**src/hdl/fpf_pkg.sv**
```systemverilog
package fpf_pkg;

   localparam int FRAME_COUNT      = 100;
   localparam int SUBFRAME_COUNT   = 10;
   localparam int SLOT_COUNT       = 8;
   localparam int SYMBOLS_PER_SLOT = 14;
   localparam int BYTES_PER_RB     = 48;
   localparam int HEADER_BYTES     = 8;
   localparam int SAMPLE_BYTES     = 4;

   localparam int BYTE_W      = 8;
   localparam int SAMPLE_W    = 16;
   localparam int PPS_W       = 9;
   localparam int SPS_W       = 7;
   localparam int RBS_W       = 8;
   localparam int CSR_INDEX_W = 3;
   localparam int CSR_DATA_W  = 9;

   localparam int FRAME_ID_W    = $clog2(FRAME_COUNT);
   localparam int SUBFRAME_ID_W = $clog2(SUBFRAME_COUNT);
   localparam int SLOT_ID_W     = $clog2(SLOT_COUNT);
   localparam int SYMBOL_ID_W   = $clog2(SYMBOLS_PER_SLOT);

   // period widths follow from the largest register values
   localparam int PPS_MAX        = 2 ** PPS_W - 1;
   localparam int SPS_MAX        = 2 ** SPS_W - 1;
   localparam int RBS_MAX        = 2 ** RBS_W - 1;
   localparam int SLOT_PERIOD_W  = $clog2(PPS_MAX * SYMBOLS_PER_SLOT + 1);
   localparam int SUB_PERIOD_W   = $clog2(PPS_MAX * SYMBOLS_PER_SLOT * SPS_MAX + 1);
   localparam int FRAME_PERIOD_W =
      $clog2(PPS_MAX * SYMBOLS_PER_SLOT * SPS_MAX * SUBFRAME_COUNT + 1);

   localparam int RB_BYTES_W = $clog2(RBS_MAX * BYTES_PER_RB + 1);
   localparam int SPP_MAX    =
      (RBS_MAX * BYTES_PER_RB - HEADER_BYTES + SAMPLE_BYTES - 1) / SAMPLE_BYTES;
   localparam int SPP_W      = $clog2(SPP_MAX + 1);

   localparam int SETTLE_CYCLES = 3;
   localparam int SETTLE_W      = $clog2(SETTLE_CYCLES + 1);

   typedef enum logic [CSR_INDEX_W-1:0] {
      CSR_PACKETS_PER_SYMBOL = 3'd0,
      CSR_SLOTS_PER_SUBFRAME = 3'd1,
      CSR_RBS_PER_PACKET     = 3'd2,
      CSR_FIRST_BYTE         = 3'd3,
      CSR_SECTION_ID         = 3'd4,
      CSR_SYMBOL_INCREMENT   = 3'd5,
      CSR_START_PRB          = 3'd6
   } csr_index_type;

   typedef enum logic [3:0] {
      BYTE_FIRST     = 4'd0,
      BYTE_FRAME     = 4'd1,
      BYTE_SUB_SLOT  = 4'd2,
      BYTE_SYMBOL    = 4'd3,
      BYTE_SECTION   = 4'd4,
      BYTE_SYM_INC   = 4'd5,
      BYTE_START_PRB = 4'd6,
      BYTE_RBS       = 4'd7,
      BYTE_RE_LO     = 4'd8,
      BYTE_RE_HI     = 4'd9,
      BYTE_IM_LO     = 4'd10,
      BYTE_IM_HI     = 4'd11
   } byte_sel_type;

   typedef struct packed {
      logic [FRAME_ID_W-1:0]    frame_id;
      logic [SUBFRAME_ID_W-1:0] subframe_id;
      logic [SLOT_ID_W-1:0]     slot_id;
      logic [SYMBOL_ID_W-1:0]   symbol_id;
      logic [SAMPLE_W-1:0]      sample_real;
      logic [SAMPLE_W-1:0]      sample_imag;
      logic                     packet_end;
   } item_type;

endpackage

```
**src/hdl/fpf_req_if.sv**
```systemverilog
interface fpf_req_if;
   logic                                         valid;
   logic                                         ready;
   logic signed [fpf_pkg::SAMPLE_W-1:0]          sample_real;
   logic signed [fpf_pkg::SAMPLE_W-1:0]          sample_imag;

   modport source (output valid, output sample_real, output sample_imag, input ready);
   modport sink   (input valid, input sample_real, input sample_imag, output ready);
endinterface

```
**src/hdl/fpf_rsp_if.sv**
```systemverilog
interface fpf_rsp_if;
   logic                        valid;
   logic                        ready;
   logic [fpf_pkg::BYTE_W-1:0]  out_byte;
   logic                        packet_end;
   logic                        run_end;

   modport source (output valid, output out_byte, output packet_end, output run_end,
                   input ready);
   modport sink   (input valid, input out_byte, input packet_end, input run_end,
                   output ready);
endinterface

```
**src/hdl/fronthaul_packet_framer_unit.sv**
```systemverilog
// Fronthaul packet framer.
// req_bus carries one I/Q sample per request; rsp_bus carries one byte per
// request. A sample that opens a packet yields the 8 header bytes and then
// its 4 sample bytes, any other sample yields its 4 bytes. packet_end marks
// the last byte of a packet, run_end the last byte of each sample.
// The first byte of a sample reaches rsp_bus through the serialiser register
// and then the output register. Throughput is set by the byte-wide output,
// which sends each header and sample byte in turn. One sample is held in
// the serialiser; the next is accepted in the cycle its last byte moves to
// the output register, so samples stream without gaps.
// The csr_ port writes registers directly; the derived packet periods
// and payload length are registered products, and req_bus.ready is low
// while they settle after a write. The same settling follows reset.
// Reset restores the register defaults, clears the ids, period counters
// and packet position, and empties the output.
// A stall on rsp_bus holds the output byte; the serialiser and then
// req_bus.ready wait behind it, nothing is dropped.
module fronthaul_packet_framer_unit (
   input  logic                              clock,
   input  logic                              reset,
   fpf_req_if.sink                           req_bus,
   fpf_rsp_if.source                         rsp_bus,
   input  logic                              csr_write_en,
   input  logic [fpf_pkg::CSR_INDEX_W-1:0]   csr_index,
   input  logic [fpf_pkg::CSR_DATA_W-1:0]    csr_write_data
);

   // configuration
   logic [fpf_pkg::PPS_W-1:0]  pps_ff;
   logic [fpf_pkg::SPS_W-1:0]  sps_ff;
   logic [fpf_pkg::RBS_W-1:0]  rbs_ff;
   logic [fpf_pkg::BYTE_W-1:0] first_byte_ff;
   logic [fpf_pkg::BYTE_W-1:0] section_id_ff;
   logic [fpf_pkg::BYTE_W-1:0] symbol_inc_ff;
   logic [fpf_pkg::BYTE_W-1:0] start_prb_ff;

   // derived from configuration
   logic [fpf_pkg::PPS_W-1:0]          pps_fix;
   logic [fpf_pkg::SPS_W-1:0]          sps_fix;
   logic [fpf_pkg::PPS_W-1:0]          sym_period_ff;
   logic [fpf_pkg::SPS_W-1:0]          sps_eff_ff;
   logic [fpf_pkg::SLOT_PERIOD_W-1:0]  slot_period_ff;
   logic [fpf_pkg::SUB_PERIOD_W-1:0]   sub_period_ff;
   logic [fpf_pkg::FRAME_PERIOD_W-1:0] frame_period_ff;
   logic [fpf_pkg::RB_BYTES_W-1:0]     rb_bytes;
   logic [fpf_pkg::SPP_W-1:0]          spp_in;
   logic [fpf_pkg::SPP_W-1:0]          spp_ff;
   logic [fpf_pkg::SETTLE_W-1:0]       settle_ff;

   // framing state
   logic [fpf_pkg::FRAME_ID_W-1:0]     frame_id_ff, frame_id_in;
   logic [fpf_pkg::SUBFRAME_ID_W-1:0]  subframe_id_ff, subframe_id_in;
   logic [fpf_pkg::SLOT_ID_W-1:0]      slot_id_ff, slot_id_in;
   logic [fpf_pkg::SYMBOL_ID_W-1:0]    symbol_id_ff, symbol_id_in;
   logic [fpf_pkg::SPP_W-1:0]          sip_ff, sip_in, sip_next;
   logic [fpf_pkg::PPS_W-1:0]          cnt_sym_ff, cnt_sym_in, cnt_sym_next;
   logic [fpf_pkg::SLOT_PERIOD_W-1:0]  cnt_slot_ff, cnt_slot_in, cnt_slot_next;
   logic [fpf_pkg::SUB_PERIOD_W-1:0]   cnt_sub_ff, cnt_sub_in, cnt_sub_next;
   logic [fpf_pkg::FRAME_PERIOD_W-1:0] cnt_frame_ff, cnt_frame_in, cnt_frame_next;
   logic                               tick_sym, tick_slot, tick_sub, tick_frame;
   logic                               opens_packet, pend;

   // serialiser and output register
   logic                         cur_valid_ff;
   fpf_pkg::item_type            cur_ff, item_in;
   fpf_pkg::byte_sel_type        idx_ff;
   logic                         out_load, cur_last, cur_done, req_fire;
   logic [fpf_pkg::BYTE_W-1:0]   byte_sel;
   logic                         rsp_valid_ff;
   logic [fpf_pkg::BYTE_W-1:0]   rsp_byte_ff;
   logic                         rsp_pend_ff;
   logic                         rsp_run_ff;

   // ---------------- configuration ----------------
   always_ff @(posedge clock) begin
      if (reset) begin
         pps_ff        <= fpf_pkg::PPS_W'(1);
         sps_ff        <= fpf_pkg::SPS_W'(1);
         rbs_ff        <= fpf_pkg::RBS_W'(1);
         first_byte_ff <= '0;
         section_id_ff <= '0;
         symbol_inc_ff <= '0;
         start_prb_ff  <= '0;
      end else if (csr_write_en) begin
         case (fpf_pkg::csr_index_type'(csr_index))
            fpf_pkg::CSR_PACKETS_PER_SYMBOL: pps_ff <= csr_write_data[fpf_pkg::PPS_W-1:0];
            fpf_pkg::CSR_SLOTS_PER_SUBFRAME: sps_ff <= csr_write_data[fpf_pkg::SPS_W-1:0];
            fpf_pkg::CSR_RBS_PER_PACKET:     rbs_ff <= csr_write_data[fpf_pkg::RBS_W-1:0];
            fpf_pkg::CSR_FIRST_BYTE: first_byte_ff <= csr_write_data[fpf_pkg::BYTE_W-1:0];
            fpf_pkg::CSR_SECTION_ID: section_id_ff <= csr_write_data[fpf_pkg::BYTE_W-1:0];
            fpf_pkg::CSR_SYMBOL_INCREMENT:
               symbol_inc_ff <= csr_write_data[fpf_pkg::BYTE_W-1:0];
            fpf_pkg::CSR_START_PRB:  start_prb_ff  <= csr_write_data[fpf_pkg::BYTE_W-1:0];
            default: ;
         endcase
      end
   end

   // zero counts act as one
   assign pps_fix  = (pps_ff == '0) ? fpf_pkg::PPS_W'(1) : pps_ff;
   assign sps_fix  = (sps_ff == '0) ? fpf_pkg::SPS_W'(1) : sps_ff;
   assign rb_bytes = fpf_pkg::RB_BYTES_W'(rbs_ff) *
                     fpf_pkg::RB_BYTES_W'(fpf_pkg::BYTES_PER_RB);

   always_comb begin
      if (rb_bytes <= fpf_pkg::RB_BYTES_W'(fpf_pkg::HEADER_BYTES)) begin
         spp_in = fpf_pkg::SPP_W'(1);
      end else begin
         spp_in = fpf_pkg::SPP_W'((rb_bytes - fpf_pkg::RB_BYTES_W'(fpf_pkg::HEADER_BYTES)
                  + fpf_pkg::RB_BYTES_W'(fpf_pkg::SAMPLE_BYTES - 1))
                  / fpf_pkg::SAMPLE_BYTES);
      end
   end

   // one multiplication per stage; the settle count covers the chain
   always_ff @(posedge clock) begin
      sym_period_ff   <= pps_fix;
      sps_eff_ff      <= sps_fix;
      slot_period_ff  <= fpf_pkg::SLOT_PERIOD_W'(pps_fix) *
                         fpf_pkg::SLOT_PERIOD_W'(fpf_pkg::SYMBOLS_PER_SLOT);
      sub_period_ff   <= fpf_pkg::SUB_PERIOD_W'(slot_period_ff) *
                         fpf_pkg::SUB_PERIOD_W'(sps_eff_ff);
      frame_period_ff <= fpf_pkg::FRAME_PERIOD_W'(sub_period_ff) *
                         fpf_pkg::FRAME_PERIOD_W'(fpf_pkg::SUBFRAME_COUNT);
      spp_ff          <= spp_in;
   end

   always_ff @(posedge clock) begin
      if (reset || csr_write_en) begin
         settle_ff <= fpf_pkg::SETTLE_W'(fpf_pkg::SETTLE_CYCLES);
      end else if (settle_ff != '0) begin
         settle_ff <= settle_ff - fpf_pkg::SETTLE_W'(1);
      end
   end

   // ---------------- handshake ----------------
   assign out_load      = !rsp_valid_ff || rsp_bus.ready;
   assign cur_last      = (idx_ff == fpf_pkg::BYTE_IM_HI);
   assign cur_done      = cur_valid_ff && out_load && cur_last;
   assign req_bus.ready = (settle_ff == '0) && (!cur_valid_ff || cur_done);
   assign req_fire      = req_bus.valid && req_bus.ready;

   // ---------------- framing state ----------------
   always_comb begin
      opens_packet   = (sip_ff == '0);
      cnt_sym_next   = cnt_sym_ff + fpf_pkg::PPS_W'(1);
      cnt_slot_next  = cnt_slot_ff + fpf_pkg::SLOT_PERIOD_W'(1);
      cnt_sub_next   = cnt_sub_ff + fpf_pkg::SUB_PERIOD_W'(1);
      cnt_frame_next = cnt_frame_ff + fpf_pkg::FRAME_PERIOD_W'(1);
      // >= rather than == since a shortened period may leave a counter above it
      tick_sym   = (cnt_sym_next >= sym_period_ff);
      tick_slot  = (cnt_slot_next >= slot_period_ff);
      tick_sub   = (cnt_sub_next >= sub_period_ff);
      tick_frame = (cnt_frame_next >= frame_period_ff);
      sip_next   = sip_ff + fpf_pkg::SPP_W'(1);
      pend       = (sip_next >= spp_ff);

      frame_id_in    = frame_id_ff;
      subframe_id_in = subframe_id_ff;
      slot_id_in     = slot_id_ff;
      symbol_id_in   = symbol_id_ff;
      cnt_sym_in     = cnt_sym_ff;
      cnt_slot_in    = cnt_slot_ff;
      cnt_sub_in     = cnt_sub_ff;
      cnt_frame_in   = cnt_frame_ff;
      sip_in         = sip_ff;

      if (req_fire) begin
         sip_in = pend ? '0 : sip_next;
         if (opens_packet) begin
            cnt_sym_in   = tick_sym   ? '0 : cnt_sym_next;
            cnt_slot_in  = tick_slot  ? '0 : cnt_slot_next;
            cnt_sub_in   = tick_sub   ? '0 : cnt_sub_next;
            cnt_frame_in = tick_frame ? '0 : cnt_frame_next;
            if (tick_frame) begin
               frame_id_in = (frame_id_ff == fpf_pkg::FRAME_ID_W'(fpf_pkg::FRAME_COUNT - 1))
                             ? '0 : frame_id_ff + fpf_pkg::FRAME_ID_W'(1);
            end
            if (tick_sub) begin
               subframe_id_in =
                  (subframe_id_ff == fpf_pkg::SUBFRAME_ID_W'(fpf_pkg::SUBFRAME_COUNT - 1))
                  ? '0 : subframe_id_ff + fpf_pkg::SUBFRAME_ID_W'(1);
            end
            if (tick_slot) begin
               slot_id_in = (slot_id_ff == fpf_pkg::SLOT_ID_W'(fpf_pkg::SLOT_COUNT - 1))
                            ? '0 : slot_id_ff + fpf_pkg::SLOT_ID_W'(1);
            end
            if (tick_sym) begin
               symbol_id_in =
                  (symbol_id_ff == fpf_pkg::SYMBOL_ID_W'(fpf_pkg::SYMBOLS_PER_SLOT - 1))
                  ? '0 : symbol_id_ff + fpf_pkg::SYMBOL_ID_W'(1);
            end
         end
      end

      // header carries the ids as they were before this packet's advance
      item_in.frame_id    = frame_id_ff;
      item_in.subframe_id = subframe_id_ff;
      item_in.slot_id     = slot_id_ff;
      item_in.symbol_id   = symbol_id_ff;
      item_in.sample_real = req_bus.sample_real;
      item_in.sample_imag = req_bus.sample_imag;
      item_in.packet_end  = pend;
   end

   always_ff @(posedge clock) begin
      if (reset) begin
         frame_id_ff    <= '0;
         subframe_id_ff <= '0;
         slot_id_ff     <= '0;
         symbol_id_ff   <= '0;
         sip_ff         <= '0;
         cnt_sym_ff     <= '0;
         cnt_slot_ff    <= '0;
         cnt_sub_ff     <= '0;
         cnt_frame_ff   <= '0;
      end else begin
         frame_id_ff    <= frame_id_in;
         subframe_id_ff <= subframe_id_in;
         slot_id_ff     <= slot_id_in;
         symbol_id_ff   <= symbol_id_in;
         sip_ff         <= sip_in;
         cnt_sym_ff     <= cnt_sym_in;
         cnt_slot_ff    <= cnt_slot_in;
         cnt_sub_ff     <= cnt_sub_in;
         cnt_frame_ff   <= cnt_frame_in;
      end
   end

   // ---------------- serialiser ----------------
   always_ff @(posedge clock) begin
      if (reset) begin
         cur_valid_ff <= 1'b0;
         idx_ff       <= fpf_pkg::BYTE_FIRST;
      end else if (req_fire) begin
         cur_valid_ff <= 1'b1;
         idx_ff       <= opens_packet ? fpf_pkg::BYTE_FIRST : fpf_pkg::BYTE_RE_LO;
      end else if (cur_done) begin
         cur_valid_ff <= 1'b0;
      end else if (cur_valid_ff && out_load) begin
         idx_ff <= fpf_pkg::byte_sel_type'(idx_ff + 4'd1);
      end
   end

   always_ff @(posedge clock) begin
      if (req_fire) begin
         cur_ff <= item_in;
      end
   end

   always_comb begin
      case (idx_ff)
         fpf_pkg::BYTE_FIRST:     byte_sel = first_byte_ff;
         fpf_pkg::BYTE_FRAME:     byte_sel = fpf_pkg::BYTE_W'(cur_ff.frame_id);
         fpf_pkg::BYTE_SUB_SLOT:
            byte_sel = (fpf_pkg::BYTE_W'(cur_ff.subframe_id) << 4) |
                       fpf_pkg::BYTE_W'(cur_ff.slot_id);
         fpf_pkg::BYTE_SYMBOL:    byte_sel = fpf_pkg::BYTE_W'(cur_ff.symbol_id);
         fpf_pkg::BYTE_SECTION:   byte_sel = section_id_ff;
         fpf_pkg::BYTE_SYM_INC:   byte_sel = symbol_inc_ff;
         fpf_pkg::BYTE_START_PRB: byte_sel = start_prb_ff;
         fpf_pkg::BYTE_RBS:       byte_sel = rbs_ff;
         fpf_pkg::BYTE_RE_LO:     byte_sel = cur_ff.sample_real[7:0];
         fpf_pkg::BYTE_RE_HI:     byte_sel = cur_ff.sample_real[15:8];
         fpf_pkg::BYTE_IM_LO:     byte_sel = cur_ff.sample_imag[7:0];
         fpf_pkg::BYTE_IM_HI:     byte_sel = cur_ff.sample_imag[15:8];
         default:                 byte_sel = '0;
      endcase
   end

   // ---------------- output register ----------------
   always_ff @(posedge clock) begin
      if (reset) begin
         rsp_valid_ff <= 1'b0;
      end else if (out_load) begin
         rsp_valid_ff <= cur_valid_ff;
      end
   end

   always_ff @(posedge clock) begin
      if (out_load && cur_valid_ff) begin
         rsp_byte_ff <= byte_sel;
         rsp_pend_ff <= cur_last && cur_ff.packet_end;
         rsp_run_ff  <= cur_last;
      end
   end

   assign rsp_bus.valid      = rsp_valid_ff;
   assign rsp_bus.out_byte   = rsp_byte_ff;
   assign rsp_bus.packet_end = rsp_pend_ff;
   assign rsp_bus.run_end    = rsp_run_ff;

   // ---------------- assertions ----------------
   a_settle_blocks: assert property (@(posedge clock) disable iff (reset)
      (settle_ff != '0) |-> !req_bus.ready)
      else $error("request accepted while derived periods settle");

   a_pend_on_run_end: assert property (@(posedge clock) disable iff (reset)
      (rsp_valid_ff && rsp_pend_ff) |-> rsp_run_ff)
      else $error("packet end away from the last byte of a sample");

   a_header_first: assert property (@(posedge clock) disable iff (reset)
      (req_fire && (sip_ff == '0)) |=> (cur_valid_ff && idx_ff == fpf_pkg::BYTE_FIRST))
      else $error("packet opened without header");

   a_sample_start: assert property (@(posedge clock) disable iff (reset)
      (req_fire && (sip_ff != '0)) |=> (cur_valid_ff && idx_ff == fpf_pkg::BYTE_RE_LO))
      else $error("mid-packet sample does not start at its payload bytes");

endmodule

```
**src/flat_wrapper.sv**
```systemverilog
// flat-port wrapper written by rule: the top's interface ports become plain ports
module fronthaul_packet_framer_unit_flat 
  (clock, reset, csr_write_en, csr_index, csr_write_data, req_bus_valid, req_bus_sample_real, req_bus_sample_imag, req_bus_ready, rsp_bus_valid, rsp_bus_out_byte, rsp_bus_packet_end, rsp_bus_run_end, rsp_bus_ready);
  fpf_req_if req_bus_i ();
  fpf_rsp_if rsp_bus_i ();
  input  logic clock;
  input  logic reset;
  input  logic csr_write_en;
  input  logic [fpf_pkg::CSR_INDEX_W-1:0] csr_index;
  input  logic [fpf_pkg::CSR_DATA_W-1:0] csr_write_data;
  input wire logic [$bits(req_bus_i.valid)-1:0] req_bus_valid;
  input wire logic [$bits(req_bus_i.sample_real)-1:0] req_bus_sample_real;
  input wire logic [$bits(req_bus_i.sample_imag)-1:0] req_bus_sample_imag;
  output wire logic [$bits(req_bus_i.ready)-1:0] req_bus_ready;
  output wire logic [$bits(rsp_bus_i.valid)-1:0] rsp_bus_valid;
  output wire logic [$bits(rsp_bus_i.out_byte)-1:0] rsp_bus_out_byte;
  output wire logic [$bits(rsp_bus_i.packet_end)-1:0] rsp_bus_packet_end;
  output wire logic [$bits(rsp_bus_i.run_end)-1:0] rsp_bus_run_end;
  input wire logic [$bits(rsp_bus_i.ready)-1:0] rsp_bus_ready;
  assign req_bus_i.valid = req_bus_valid;
  assign req_bus_i.sample_real = req_bus_sample_real;
  assign req_bus_i.sample_imag = req_bus_sample_imag;
  assign req_bus_ready = req_bus_i.ready;
  assign rsp_bus_valid = rsp_bus_i.valid;
  assign rsp_bus_out_byte = rsp_bus_i.out_byte;
  assign rsp_bus_packet_end = rsp_bus_i.packet_end;
  assign rsp_bus_run_end = rsp_bus_i.run_end;
  assign rsp_bus_i.ready = rsp_bus_ready;
  fronthaul_packet_framer_unit u_core (.clock(clock), .reset(reset), .req_bus(req_bus_i), .rsp_bus(rsp_bus_i), .csr_write_en(csr_write_en), .csr_index(csr_index), .csr_write_data(csr_write_data));
endmodule
```
**config.mk**
```make
export PLATFORM = sky130hd
export DESIGN_NAME = fronthaul_packet_framer_unit_flat
export DESIGN_NICKNAME = d
export VERILOG_FILES = /design/src/hdl/fpf_pkg.sv /design/src/hdl/fpf_req_if.sv /design/src/hdl/fpf_rsp_if.sv /design/src/hdl/fronthaul_packet_framer_unit.sv /design/src/flat_wrapper.sv
export SDC_FILE = /design/constraint.sdc
export NUM_CORES = 1
export LEC_CHECK = 0
export BUFFER_PORTS_ARGS = -buffer_cell sky130_fd_sc_hd__buf_2
export CELL_PAD_IN_SITES_DETAIL_PLACEMENT = 0
export CELL_PAD_IN_SITES_GLOBAL_PLACEMENT = 2
export CORE_MARGIN = 4
export CORE_UTILIZATION = 37
export CTS_BUF_LIST = sky130_fd_sc_hd__clkbuf_2
export DETAILED_ROUTE_END_ITERATION = 10
export GPL_ROUTABILITY_DRIVEN = 0
export GPL_TIMING_DRIVEN = 0
export PLACE_DENSITY = 0.77
export SETUP_SLACK_MARGIN = 0.2
export SLEW_MARGIN = 10
export SYNTH_ARGS = -nofsm -noshare
export SYNTH_HDL_FRONTEND = slang
export SYNTH_SLANG_ARGS = --single-unit
```
**constraint.sdc**
```tcl
create_clock -name clock -period 4.1 [get_ports clock]
set_input_delay 0.41 -clock clock [delete_from_list [all_inputs] [get_ports clock]]
set_output_delay 0.41 -clock clock [all_outputs]
set_load 0.05 [all_outputs]
```
# Word-level counts from Yosys, hierarchy flattened

Cells that the tools add are included.

$add $sub $neg: 13
Reduce and logical (&&, ||, !) cells: 32
Multiply operators: 4
Mux-type cells: 17
$lt $le $gt $ge: 6
Shifts and indexed selects: 0
Bitwise operators: 1
Div/mod/pow operators: 0
Equality and inequality tests: 22

Operators by type and width:

| kind                  | count |
|---|---|
| $pmux 8 s12           | 1 |
| $add 24x1->24 const B | 1 |
| $eq 4x4->1 const B    | 6 |
| $ge 24x24->1          | 1 |
| $mux 24               | 1 |
| $mux 4                | 6 |
| $mul 19x3->22 const B | 1 |
| $add 20x1->20 const B | 1 |
| $ge 20x20->1          | 1 |
| $mux 20               | 1 |
| $mul 12x7->19         | 1 |
| $mux 9                | 2 |
| $reduce_and 2->1      | 9 |
| $eq 4x3->1 const B    | 4 |
| $add 14x2->14 const B | 1 |
| $le 14x4->1 const B   | 1 |
| $sub 14x4->14 const B | 1 |
| $add 13x1->13 const B | 1 |
| $ge 13x13->1          | 1 |
| $mux 13               | 1 |
| $add 12x1->12 const B | 1 |
| $add 4x1->4 const B   | 3 |
| $eq 3x3->1 const B    | 4 |
| $ge 12x12->1          | 1 |
| 29 further kinds      | 44 |

Output and inout port bits: 12
Register bits: 303
Input port bits: 49
Memories kept: 0
Logic and storage cells: 131
Memory bits (read-only): 0
Bits in latches: 0
Bits in writable memories: 0

# Depth between registers and ports, before layout

Gate-level depths: netlist (run 1).

Depth in word-level cells: 9
Depth in mapped cells: 18
Depth with buffers taken out: 17

# Worst setup path before layout (run 1)

OpenSTA, ideal clock, no wires.

Kind: flip-flop to flip-flop
From: register u_core.sps_eff_ff[4] in the netlist's numbering
To: register u_core.sub_period_ff[17] in the netlist's numbering
Arrival: 4,456 ps
Library setup time: 72 ps
Path slack: -428 ps
Required time: 4,028 ps
Clock period less this slack: 4,528 ps
Stages on the path, launching flop included: 16
Path buffers: 1
Cells stage by stage: dfxtp_1 clkbuf_1 and2_1 fa_1 fa_1 fa_1 inv_1 fa_1 inv_1 ha_1 o311ai_0 o31ai_1 and2_1 a311o_1 a21oi_1 xnor2_1

Cells in the longest elaborated chain, start to end: 1

Ends and longest elaborated chain:

| element                | line                                | text |
|---|---|---|
| from (decl)            | fronthaul_packet_framer_unit.sv:41  | `logic [fpf_pkg::SPS_W-1:0] sps_eff_ff;` |
| from (signal assigned) | fronthaul_packet_framer_unit.sv:118 | `sps_eff_ff <= sps_fix;` |
| $mul 12x7->19          | fronthaul_packet_framer_unit.sv:121 | `sub_period_ff <= fpf_pkg::SUB_PERIOD_W'(slot_period_ff) *` |
| to (signal assigned)   | fronthaul_packet_framer_unit.sv:121 |  |
| to (decl)              | fronthaul_packet_framer_unit.sv:43  | `logic [fpf_pkg::SUB_PERIOD_W-1:0] sub_period_ff;` |

No other way between the ends.
A chain may end at the register's enable or synchronous reset.

# Worst setup path in the final report (run 1)

From: register u_core.slot_period_ff[6] in the netlist's numbering
To: register u_core.sub_period_ff[16] in the netlist's numbering

Cells in the longest elaborated chain, start to end: 1

Ends and longest elaborated chain:

| element                | line                                | text |
|---|---|---|
| from (decl)            | fronthaul_packet_framer_unit.sv:42  | `logic [fpf_pkg::SLOT_PERIOD_W-1:0] slot_period_ff;` |
| from (signal assigned) | fronthaul_packet_framer_unit.sv:119 | `slot_period_ff <= fpf_pkg::SLOT_PERIOD_W'(pps_fix) *` |
| $mul 12x7->19          | fronthaul_packet_framer_unit.sv:121 |  |

No other way between the ends.

==> results of run 1 <==
[per-layer routing]
metal  wire length, µm  track usage (%)  vias up
li1                  -                -     7332
met1             22780            24.83     6821
met2             21130            27.83      255
met3              2604            4.461       84
met4              1138            6.010        2
met5                13                0        -
[worst max-delay path: stages (launching register included)]
cell     delay [ns]
dfxtp_4        0.38
buf_4          0.14
and2_4         0.15
fa_1           0.51
fa_1           0.43
fa_1           0.52
inv_1          0.06
fa_1           0.54
inv_2          0.05
ha_4           0.23
or2_4          0.24
a21oi_1        0.31
o31ai_4        0.12
nor4_1         0.19
nor3_1         0.10
xor2_1         0.16
[state kept, by name, summed over array words and instances (netlist names), 8 cells and up]
register,cells
u_core.symbol_inc_ff,8
u_core.rsp_bus.out_byte,8
u_core.rbs_ff,8
u_core.cnt_sym_ff,9
u_core.sym_period_ff,9
u_core.spp_ff,12
u_core.start_prb_ff,8
u_core.frame_period_ff,22
u_core.cnt_frame_ff,24
u_core.pps_ff,9
u_core.section_id_ff,8
u_core.sub_period_ff,19
u_core.sip_ff,12
u_core.cnt_slot_ff,13
u_core.first_byte_ff,8
u_core.cur_ff,51
u_core.slot_period_ff,11
u_core.cnt_sub_ff,20
[cell type report]
cell class	instances	area (µm²)	share of cell area [%]
multi-input cells	1442	11040	50.93
flip-flops and latches	301	6685	30.85
repair buffers	172	1354	6.247
well taps	656	820.8	3.787
clock buffers	126	630.6	2.910
inverters	164	616.8	2.846
plain buffers	78	406.6	1.876
clock inverters	20	116.4	0.5369
diodes	2	5.005	0.02309
[Yosys cell counts (24+ instances only)]
cell      number
a21oi_1      119
nor2_1       162
a21o_1        31
xnor2_1      106
xor2_1        74
o21ai_0       40
nand2_1      243
clkbuf_1      59
fa_1          60
ha_1         179
dfxtp_1      240
edfxtp_1      61
and3_1        24
inv_1        163
nand3_1       59
and2_1        61
nand4_1       24
[how the worst max path moves through the flow]
stage                             start                       end  slack (ns)  cells after the start
2_1_floorplan      u_core.sps_eff_ff[2]  u_core.sub_period_ff[16]      -0.006                     18
3_3_place_gp       u_core.cnt_sub_ff[0]     u_core.cnt_sub_ff[12]       -0.54                     17
6_report       u_core.slot_period_ff[6]  u_core.sub_period_ff[16]       -0.17                     15
3_5_place_dp       u_core.cnt_sub_ff[0]     u_core.cnt_sub_ff[17]       -0.53                     17
5_1_grt            u_core.sps_eff_ff[2]  u_core.sub_period_ff[19]       -0.36                     18
4_1_cts            u_core.sps_eff_ff[3]  u_core.sub_period_ff[19]       -0.19                     16
[cell families after synthesis]
kind of cell,after synthesis,synth area share [%]
flip-flops,301,36.54
multiplexers,17,0.9575
buffers and inverters,242,5.215
adder cells (fa/ha/maj),239,18.94
AO/OA/AOI/OAI,322,11.62
XOR/XNOR,180,8.679
AND/OR/NAND/NOR,684,18.05
[metrics by stage]
step,setup TNS [ns],hold slack [ns],area [µm²],std cells,utilization (%)
global placement,-12.76,0.3875,19480,2699,40.47
global route,-2.324,0.07031,21670,2961,45.01
finish,-0.7131,0.1638,21670,2961,45.01
CTS,-0.8255,0.0001457,21380,2951,44.40
floorplan,-0.006013,0.3552,18370,1985,-
detailed placement,-12.97,0.3903,19480,2699,40.47
[power by group]
group	total [mW]	internal, mW	switching [mW]
registers	3.18	3.10	0.0726
clock network	2.18	0.879	1.30
logic	0.704	0.323	0.381
[repair_timing]
action	CTS	global route
resized for setup	63	56
pin swaps	36	25
hold buffers	77	0
hold endpoints to repair	127	0
gates cloned	1	0
buffers inserted	28	8
endpoints found under the setup margin	59	68
==> results.md, run 1 <==
- Hold-critical path endpoint: u_core.cur_ff[27]
- RSZ-0062 raised after global routing: yes
- Mapped Avg Cell Area: approximately 9 µm²
- Initial Util: a little under two fifths
- Top FF cell, synth: dfxtp_1
- DRT Pass-1 Iters: 5
- Die area: approximately 53000 µm²
- Worst hold start: req_bus_sample_real[10]
- Layout cells sized above 1: around 17%
- LEAKAGE: approximately 9.5 nW
- Synth Net Count: between 2000 and 2500
- Antenna viol nets, final: 0
- Grt ovf: 0
- Commonest non-fill, non-tap cell in the layout: nand2_1
- Setup WS pre-CTS: -0.5269 ns
- Setup crit end kind: flip-flop
- Final period util: 104.0%
- Yosys reg bits: ~300
- Via density: 4.895
- Gate count after technology mapping: between 1500 and 2000
- Synth warn: 0
- CP max FO: 6
- Largest net degree at the start of global routing: 57
- Synth area leader: dfxtp_1
- CTS tree: built
- Via count: approximately 14000
- Fillers: 4799
- Port buffer count: 58
- Critical path class: reg2reg
- Total GRT Usage: between 10% and 20%
- Sequential area share after synthesis: 36.54%
- R2r worst-path depth: 15
- Top-area cell type share of the netlist area: 26.45%
- DIE WIDTH: 229.6 µm
- Final setup viols: 7
- Clock sink count: between 300 and 400
- Boundary pin count: a little over 60
- Hold/Removal Path Class: in2reg
- Routed WL: 47.67 mm
- Max_cap viols: 0
- Routed length per instance: between 15 and 20 µm
- Outcome: complete, but fails checks
- PnR worst setup slack: -0.1652 ns
- Startpoint types: flip-flop
- Synth area leaders: dfxtp_1, ha_1, edfxtp_1
- Mapped cell area: around 18000 µm²
- First-pass GRT wire length: ~76 mm
- EDFF count, synth: between 60 and 70
- Hold Vio Cnt, Final: 0
- Post-synth cell types: a little over 80
- Core area: between 40000 and 50000 µm²
- Slew @ Worst Pin: 0.9538 ns
- Most frequent cells in the layout: nand2_1, dfxtp_1, ha_1, inv_1, nor2_1
- Initial antenna violation count: 3
- Depth of the CTS H-tree: 3
- Clock Latency Late Sink: approximately 1.0 ns
- Longest Clk Path Bufs: 3
- Initial DRC count: between 800 and 900
- P per Cell Area: between 200 and 300 nW/µm²
- Area Overhead vs Synth: 19.32%
- Clock Skew: roughly 0.086 ns
- Vias in the first global route: 14310
- Worst-path clk slew: approximately 0.10 ns
- DP Wirelength: 34.46 mm
- Layout Nets: between 2000 and 3000
- Reg-to-reg setup timing slack: -0.17 ns
- Fmax: roughly 230 MHz
- Root buffer cell: clkbuf_2
- Final Power: 6.060 mW
- Failing checks: negative setup slack
- Tmin final: ~4.3 ns
- CTS Buf Count: 85
- Die height: 229.6 µm
- Fin. max-slew vios: 0
- Drc violations: 0
- Worst vdd ir: approximately 0.17 mV
- Slew margin rel.: between 30% and 40%
- FP Rows: 80
- Hold path cells: 2
- Worst R2R Start: u_core.slot_period_ff[6]
- Reg2reg end: u_core.sub_period_ff[16]
- Async S/R FF share, synth: 0%
- Critical Path RT: between 4 and 5 ns
- CP arrival: 5.11 ns
(Power assumes the default switching activity.)
==> run 2: changes to the inputs <==
--- a/config.mk
+++ b/config.mk
@@ -16,6 +16,7 @@
 export GPL_TIMING_DRIVEN = 0
 export PLACE_DENSITY = 0.77
 export SETUP_SLACK_MARGIN = 0.2
+export SKIP_LAST_GASP = 1
 export SLEW_MARGIN = 10
 export SYNTH_ARGS = -nofsm -noshare
 export SYNTH_HDL_FRONTEND = slang
==> results.md, run 2 (synthesis gave the netlist of run 1 again) <==
- Outcome: complete, but fails checks
- Failing checks: negative setup slack
- Commonest non-fill, non-tap cell in the layout: nand2_1
- Routed length per instance: 16.12 µm (+0.15%)
- Slew margin rel.: 35.67% (-0.75 points)
- Fillers: 4799 (unchanged)
- Worst-path clk slew: 0.10 ns (about the same)
- Fin util: 44.87% (-0.15 points)
- P_sw: 1.753 mW (about the same)
- Vias in the first global route: 14310 (-0.0070%)
- Fin. max-slew vios: 0 (unchanged)
- FP Rows: 80 (unchanged)
- Drc violations: 0 (unchanged)
- Initial antenna violation count: 3 (unchanged)
- Depth of the CTS H-tree: 3 (unchanged)
- P per Cell Area: 280.4 nW/µm² (+0.29%)
- Non-filler cells, final: 2958 (-0.10%)
- Final setup viols: 7 (unchanged)
- Boundary pin count: 61 (unchanged)
- Port buffer count: 58 (unchanged)
- PnR worst setup slack: -0.1956 ns (-0.03042 ns)
- Area Overhead vs Synth: 18.93%
- Grt ovf: 0 (unchanged)
- Slew @ Worst Pin: 0.9650 ns (+0.01123 ns)
- Final Power: 6.058 mW (about the same)
- Initial DRC count: 838 (+2.9%)
- Layout Nets: 2529 (-0.12%)
- First-pass GRT wire length: 76.43 mm (about the same)
- DP Wirelength: 34.46 mm (unchanged)
- CTS Buf Count: 85 (unchanged)
- Total GRT Usage: 18.05% (about the same)
- Combinational power share: 11.6% (about the same)
- Crit path max-delay family: adder cells
- Die area: 52700 µm² (unchanged)
- Root buffer cell: clkbuf_2
- CTS tree: built
- CP arrival: 5.17 ns (+0.06 ns)
- Sw Ratio: 28.95% (about the same)
- CP dominant cell by count: fa_1
- LEAKAGE: 9.471 nW (about the same)
- Core area: 48150 µm² (unchanged)
- Layout cells sized above 1: 16.17% (-0.37 points)
- Worst vdd ir: 0.1701 mV (+0.17%)
- Routed WL: 47.69 mm (about the same)
- Final period util: 104.8% (+0.74 points)
- Via count: 14530 (+0.25%)
- Dpl cells: 2699 (unchanged)
- Reg power frac: 52.4% (about the same)
- Largest net degree at the start of global routing: 57 (unchanged)
- Fmax: 232.8 MHz (-0.71%)
- Critical Path RT: 4.97 ns (+0.03 ns)
- Biggest register: u_core.cur_ff
- Critical path class: reg2reg
- Hold Vio Cnt, Final: 0 (unchanged)
- Longest Clk Path Bufs: 3 (unchanged)
- Initial Util: 37.73% (unchanged)
- CP bufs+invs: 3 (unchanged)
- Max FFs per register: 51 (unchanged)
- Startpoint types: flip-flop
- Antenna viol nets, final: 0 (unchanged)
- DRT Pass-1 Iters: 5 (unchanged)
- Clock Skew: 0.09210 ns (+0.006248 ns)
- Setup crit end kind: flip-flop
- Via density: 4.912 (+0.35%)
- Die height: 229.6 µm (unchanged)
- Slowest stage cell, crit path: fa_1
- Most frequent cells in the layout: nand2_1, dfxtp_1, ha_1, inv_1, nor2_1
- RSZ-0062 raised after global routing: yes
- Clock Power Share: 36.0% (about the same)
- Max_cap viols: 0 (unchanged)
- CP max FO: 7 (+1)
- Clock sink count: 301 (unchanged)
- Crit-path max cell delay: 0.53 ns (about the same)
- Crit path cell chain: clkbuf_8, and2_4, fa_1, fa_1, fa_1, inv_1, fa_1, inv_1, ha_4, a21o_1, a21oi_4, o31ai_4, and2_4, a311o_1, a21oi_2, xnor2_1
- Hold/Removal Path Class: in2reg
- Clock Latency Late Sink: 1.03 ns (about the same)
- Tmin final: 4.296 ns (+0.03042 ns)
- Internal Power: 4.304 mW (about the same)
- Biggest regs: u_core.cur_ff: 51 flops, u_core.cnt_frame_ff: 24 flops, u_core.frame_period_ff: 22 flops
- DIE WIDTH: 229.6 µm (unchanged)
==> run 2: cell types whose count changed in the layout (fill, tap and decap cells not counted), moves of 2 or more <==
cell,delta
buf_6,-2
dfxtp_2,+3
dfxtp_4,-3
inv_1,+2
inv_2,-2
nor2_1,+2
nor2_2,-2
==> run 2: power by group through the flow <==
| stage | combinational, mW | clock, mW | sequential, mW |
|---|---|---|---|
| final | 0.700 | 2.18 | 3.18 |
| after global routing | 0.802 | 2.43 | 3.19 |
| after CTS | 0.701 | 2.31 | 3.18 |
| after detailed placement | 0.621 | 0 | 3.25 |
| after global placement | 0.616 | 0 | 3.25 |
| after floorplan | 0.455 | 0 | 3.21 |
==> run 2: worst paths after layout <==
path	from	endpoint	slack, ns	depth (start not counted)
max	u_core.sps_eff_ff[4]	u_core.sub_period_ff[17]	-0.20	16
max reg2reg	u_core.sps_eff_ff[4]	u_core.sub_period_ff[17]	-0.20	16
min reg2reg	u_core.sub_period_ff[1]	u_core.frame_period_ff[2]	0.44	0
min	req_bus_sample_real[10]	u_core.cur_ff[27]	0.16	2
==> run 2: per-stage QoR <==
step           hold WS, ns  cell area [µm²]  worst slack [ns]  setup TNS (ns)
2_1_floorplan       0.3552            18370         -0.006013       -0.006013
3_3_place_gp        0.3875            19480           -0.5378          -12.76
3_5_place_dp        0.3903            19480           -0.5269          -12.97
4_1_cts          0.0001457            21370           -0.1942         -0.8507
5_1_grt            0.07031            21600           -0.3698          -2.312
6_report            0.1605            21600           -0.1956         -0.7704
==> run 2: layout make-up <==
cell class / instances / area [µm²] / area share [%]
multi-input cells: 1442 / 11000 / 50.94
flip-flops and latches: 301 / 6678 / 30.91
repair buffers: 169 / 1324 / 6.128
well taps: 656 / 820.8 / 3.800
clock buffers: 126 / 630.6 / 2.919
inverters: 164 / 616.8 / 2.855
plain buffers: 78 / 406.6 / 1.882
clock inverters: 20 / 116.4 / 0.5387
diodes: 2 / 5.005 / 0.02317
==> run 2: routing by layer <==
metal  part of all wire, %  routed length (µm)  global-route usage, %  vias up
met5                 0.027                  13                      0        -
met4                   2.3                1110                  6.010        2
met3                   5.7                2710                  4.461       84
met2                    44               21190                  27.83      276
met1                    48               22660                  24.84     6849
li1                      -                   -                      -     7319
==> run 2: repair_timing <==
item	in CTS	in global routing
cloned	1	0
buffers inserted	28	5
endpoints found under the setup margin	59	69
pin swaps	36	18
gates resized for setup	59	46
hold buffers	77	0
hold endpoints to repair	127	0
==> run 3: changes to the inputs <==
--- a/config.mk
+++ b/config.mk
@@ -8,6 +8,7 @@
 export BUFFER_PORTS_ARGS = -buffer_cell sky130_fd_sc_hd__buf_2
 export CELL_PAD_IN_SITES_DETAIL_PLACEMENT = 0
 export CELL_PAD_IN_SITES_GLOBAL_PLACEMENT = 2
+export CORE_ASPECT_RATIO = 1.4
 export CORE_MARGIN = 4
 export CORE_UTILIZATION = 37
 export CTS_BUF_LIST = sky130_fd_sc_hd__clkbuf_2
==> constraint.sdc (replaced) <==
create_clock -name clock -period 3.8 [get_ports clock]
set_input_delay 0.38 -clock clock [delete_from_list [all_inputs] [get_ports clock]]
set_output_delay 0.38 -clock clock [all_outputs]
set_load 0.05 [all_outputs]
==> results.md, run 3 (synthesis gave the netlist of run 1 again) <==
- DIE WIDTH: 195.3 µm (-15%)
- Final Power: 6.573 mW (+8.5%)
- P per Cell Area: 295.8 nW/µm² (+5.5%)
- Reg-to-reg setup timing slack: -0.61 ns (-0.41 ns)
- Die height: 270.2 µm (+18%)
- Tmin final: 4.408 ns (+0.1124 ns)
- CTS tree: built
- Cell Area, Placed: 19460 µm² (-0.14%)
- Worst-path clk slew: 0.12 ns (+0.02 ns)
- Final setup viols: 9 (+2)
- Core area: 48260 µm² (+0.23%)
- FP Rows: 95 (+19%)
- Clock Latency Late Sink: 1.06 ns (+0.03 ns)
- Failing checks: negative setup slack
- Layout cells sized above 1: 18.94% (+2.8 points)
- Fmax: 226.9 MHz (-2.5%)
- LEAKAGE: 9.656 nW (+1.9%)
- Via density: 4.978 (+1.3%)
- Layout Nets: 2560 (+1.2%)
- Routed WL: 50.42 mm (+5.7%)
- Worst vdd ir: 0.1645 mV (-3.3%)
- Initial Util: 37.64% (-0.088 points)
- Worst hold start: csr_write_data[7]
- RSZ-0062 raised after global routing: yes
- Routed length per instance: 17.03 µm (+5.6%)
- CP arrival: 5.31 ns (+0.14 ns)
- Hold-critical path endpoint: u_core.rbs_ff[7]
- Commonest non-fill, non-tap cell in the layout: nand2_1
- Clock sink count: 301 (unchanged)
- Longest Clk Path Bufs: 3 (unchanged)
- Setup WS pre-CTS: -0.9524 ns (-0.4256 ns)
- Worst R2R Start: u_core.sps_eff_ff[5]
- Largest net degree at the start of global routing: 57 (unchanged)
- CTS Buf Count: 79 (-7.1%)
- Reg2reg end: u_core.sub_period_ff[16]
- Max FFs per register: 51 (unchanged)
- Cell area after layout: 22220 µm² (+2.9%)
- Port buffer count: 58 (unchanged)
- Antenna viol nets, final: 0 (unchanged)
- Initial DRC count: 593 (-29%)
- Fin. max-slew vios: 0 (unchanged)
- Setup crit end kind: flip-flop
- Startpoint types: flip-flop
- Slew @ Worst Pin: 0.9580 ns (-0.007006 ns)
- PnR worst setup slack: -0.6080 ns (-0.4124 ns)
- Depth of the CTS H-tree: 3 (unchanged)
- Total GRT Usage: 18.63% (+0.58 points)
- Grt ovf: 0 (unchanged)
- Area Overhead vs Synth: 22.33%
- Final period util: 116.0% (+11 points)
- Drc violations: 0 (unchanged)
- Critical path class: reg2reg
- First-pass GRT wire length: 78.90 mm (+3.2%)
- Hold/Removal Path Class: in2reg
- Via count: 14740 (+1.4%)
- Clock Skew: 0.08977 ns (-0.002331 ns)
- Hold Vio Cnt, Final: 0 (unchanged)
- Max_cap viols: 0 (unchanged)
- Biggest regs: u_core.cur_ff: 51 flops, u_core.cnt_frame_ff: 24 flops, u_core.frame_period_ff: 22 flops
- Boundary pin count: 61 (unchanged)
- Initial antenna violation count: 2 (-1)
- Vias in the first global route: 15160 (+5.9%)
- DP Wirelength: 36.60 mm (+6.2%)
- Die area: 52750 µm² (about the same)
- Slew margin rel.: 35.64% (about the same)
- R2r worst-path depth: 16 (unchanged)
- DRT Pass-1 Iters: 5 (unchanged)
- Root buffer cell: clkbuf_2
- Most frequent cells in the layout: nand2_1, dfxtp_1, ha_1, inv_1, nor2_1
- Outcome: complete, but fails checks
- Hold path cells: 4 (+2)
- Biggest register: u_core.cur_ff
- CP max FO: 10 (+3)
- Critical Path RT: 4.70 ns (-0.27 ns)
- Fin util: 46.04% (+1.2 points)
-- run 3: cell types whose count changed in the layout (fill, tap and decap cells not counted), sizes merged --
| cell | previous run | this run |
|---|---|---|
| buf | 112 | 135 |
| bufinv | 1 | 2 |
| clkbuf | 184 | 175 |
| dlygate4sd3 | 77 | 91 |
-- run 3: layout make-up --
cell class	instances	area (µm²)
diodes	2	5.005
fillers	4749	26040
well taps	630	788.3
multi-input cells	1442	11250
repair buffers	206	1688
clock inverters	21	142.6
flip-flops and latches	301	6709
clock buffers	117	585.6
inverters	164	620.6
plain buffers	78	435.4
-- run 3: how the worst max path moves through the flow --
stage	to	cells past startpoint	from	slack (ns)
after floorplan	u_core.sub_period_ff[16]	18	u_core.sps_eff_ff[2]	-0.31
after global placement	u_core.sub_period_ff[19]	16	u_core.slot_period_ff[3]	-0.99
after detailed placement	u_core.sub_period_ff[19]	16	u_core.sym_period_ff[0]	-0.95
after CTS	u_core.sub_period_ff[16]	18	u_core.sps_eff_ff[2]	-0.70
after global routing	u_core.sub_period_ff[16]	18	u_core.sps_eff_ff[2]	-0.76
final	u_core.sub_period_ff[16]	16	u_core.sps_eff_ff[5]	-0.61
-- run 3: worst max-delay path, cell delays in order (launching register included) --
cell and delay [ns]:
dfxtp_2 0.34, clkbuf_8 0.16, and2_1 0.15, fa_1 0.50, inv_1 0.06, fa_1 0.53, inv_1 0.06, fa_1 0.53
inv_1 0.06, fa_1 0.53, inv_1 0.07, ha_4 0.29, nand3_1 0.09, o31ai_2 0.34, nor4_2 0.07, nor3_1 0.25
xor2_1 0.31
-- run 3: what timing repair did --
action,in CTS,in global routing
hold endpoints to repair,134,0
setup endpoints to repair,79,79
resized for setup,77,119
hold buffers,91,0
pin swaps,34,66
buffers inserted,21,33
gates cloned,1,2
-- run 3: per-stage QoR --
stage                     hold WS [ns]  instances  setup TNS (ns)
after floorplan                 0.3552       1985          -1.192
after global placement          0.4003       2673          -26.18
after detailed placement        0.3971       2673          -24.38
after CTS                      0.08131       2924          -4.468
after global routing            0.1436       2961          -5.533
final                           0.2094       2961          -3.967
-- run 3: metal layers --
layer	vias to the layer above	global-route usage [%]	share of wire [%]
met1	7029	19.63	38
li1	7360	-	-
met5	-	0	0
met3	102	2.970	3.3
met4	0	7.868	3.7
met2	248	36.16	55
-- run 3: report_power, final --
part	switching [mW]	internal (mW)
Combinational	0.421	0.362
Sequential	0.0769	3.34
Clock	1.42	0.952
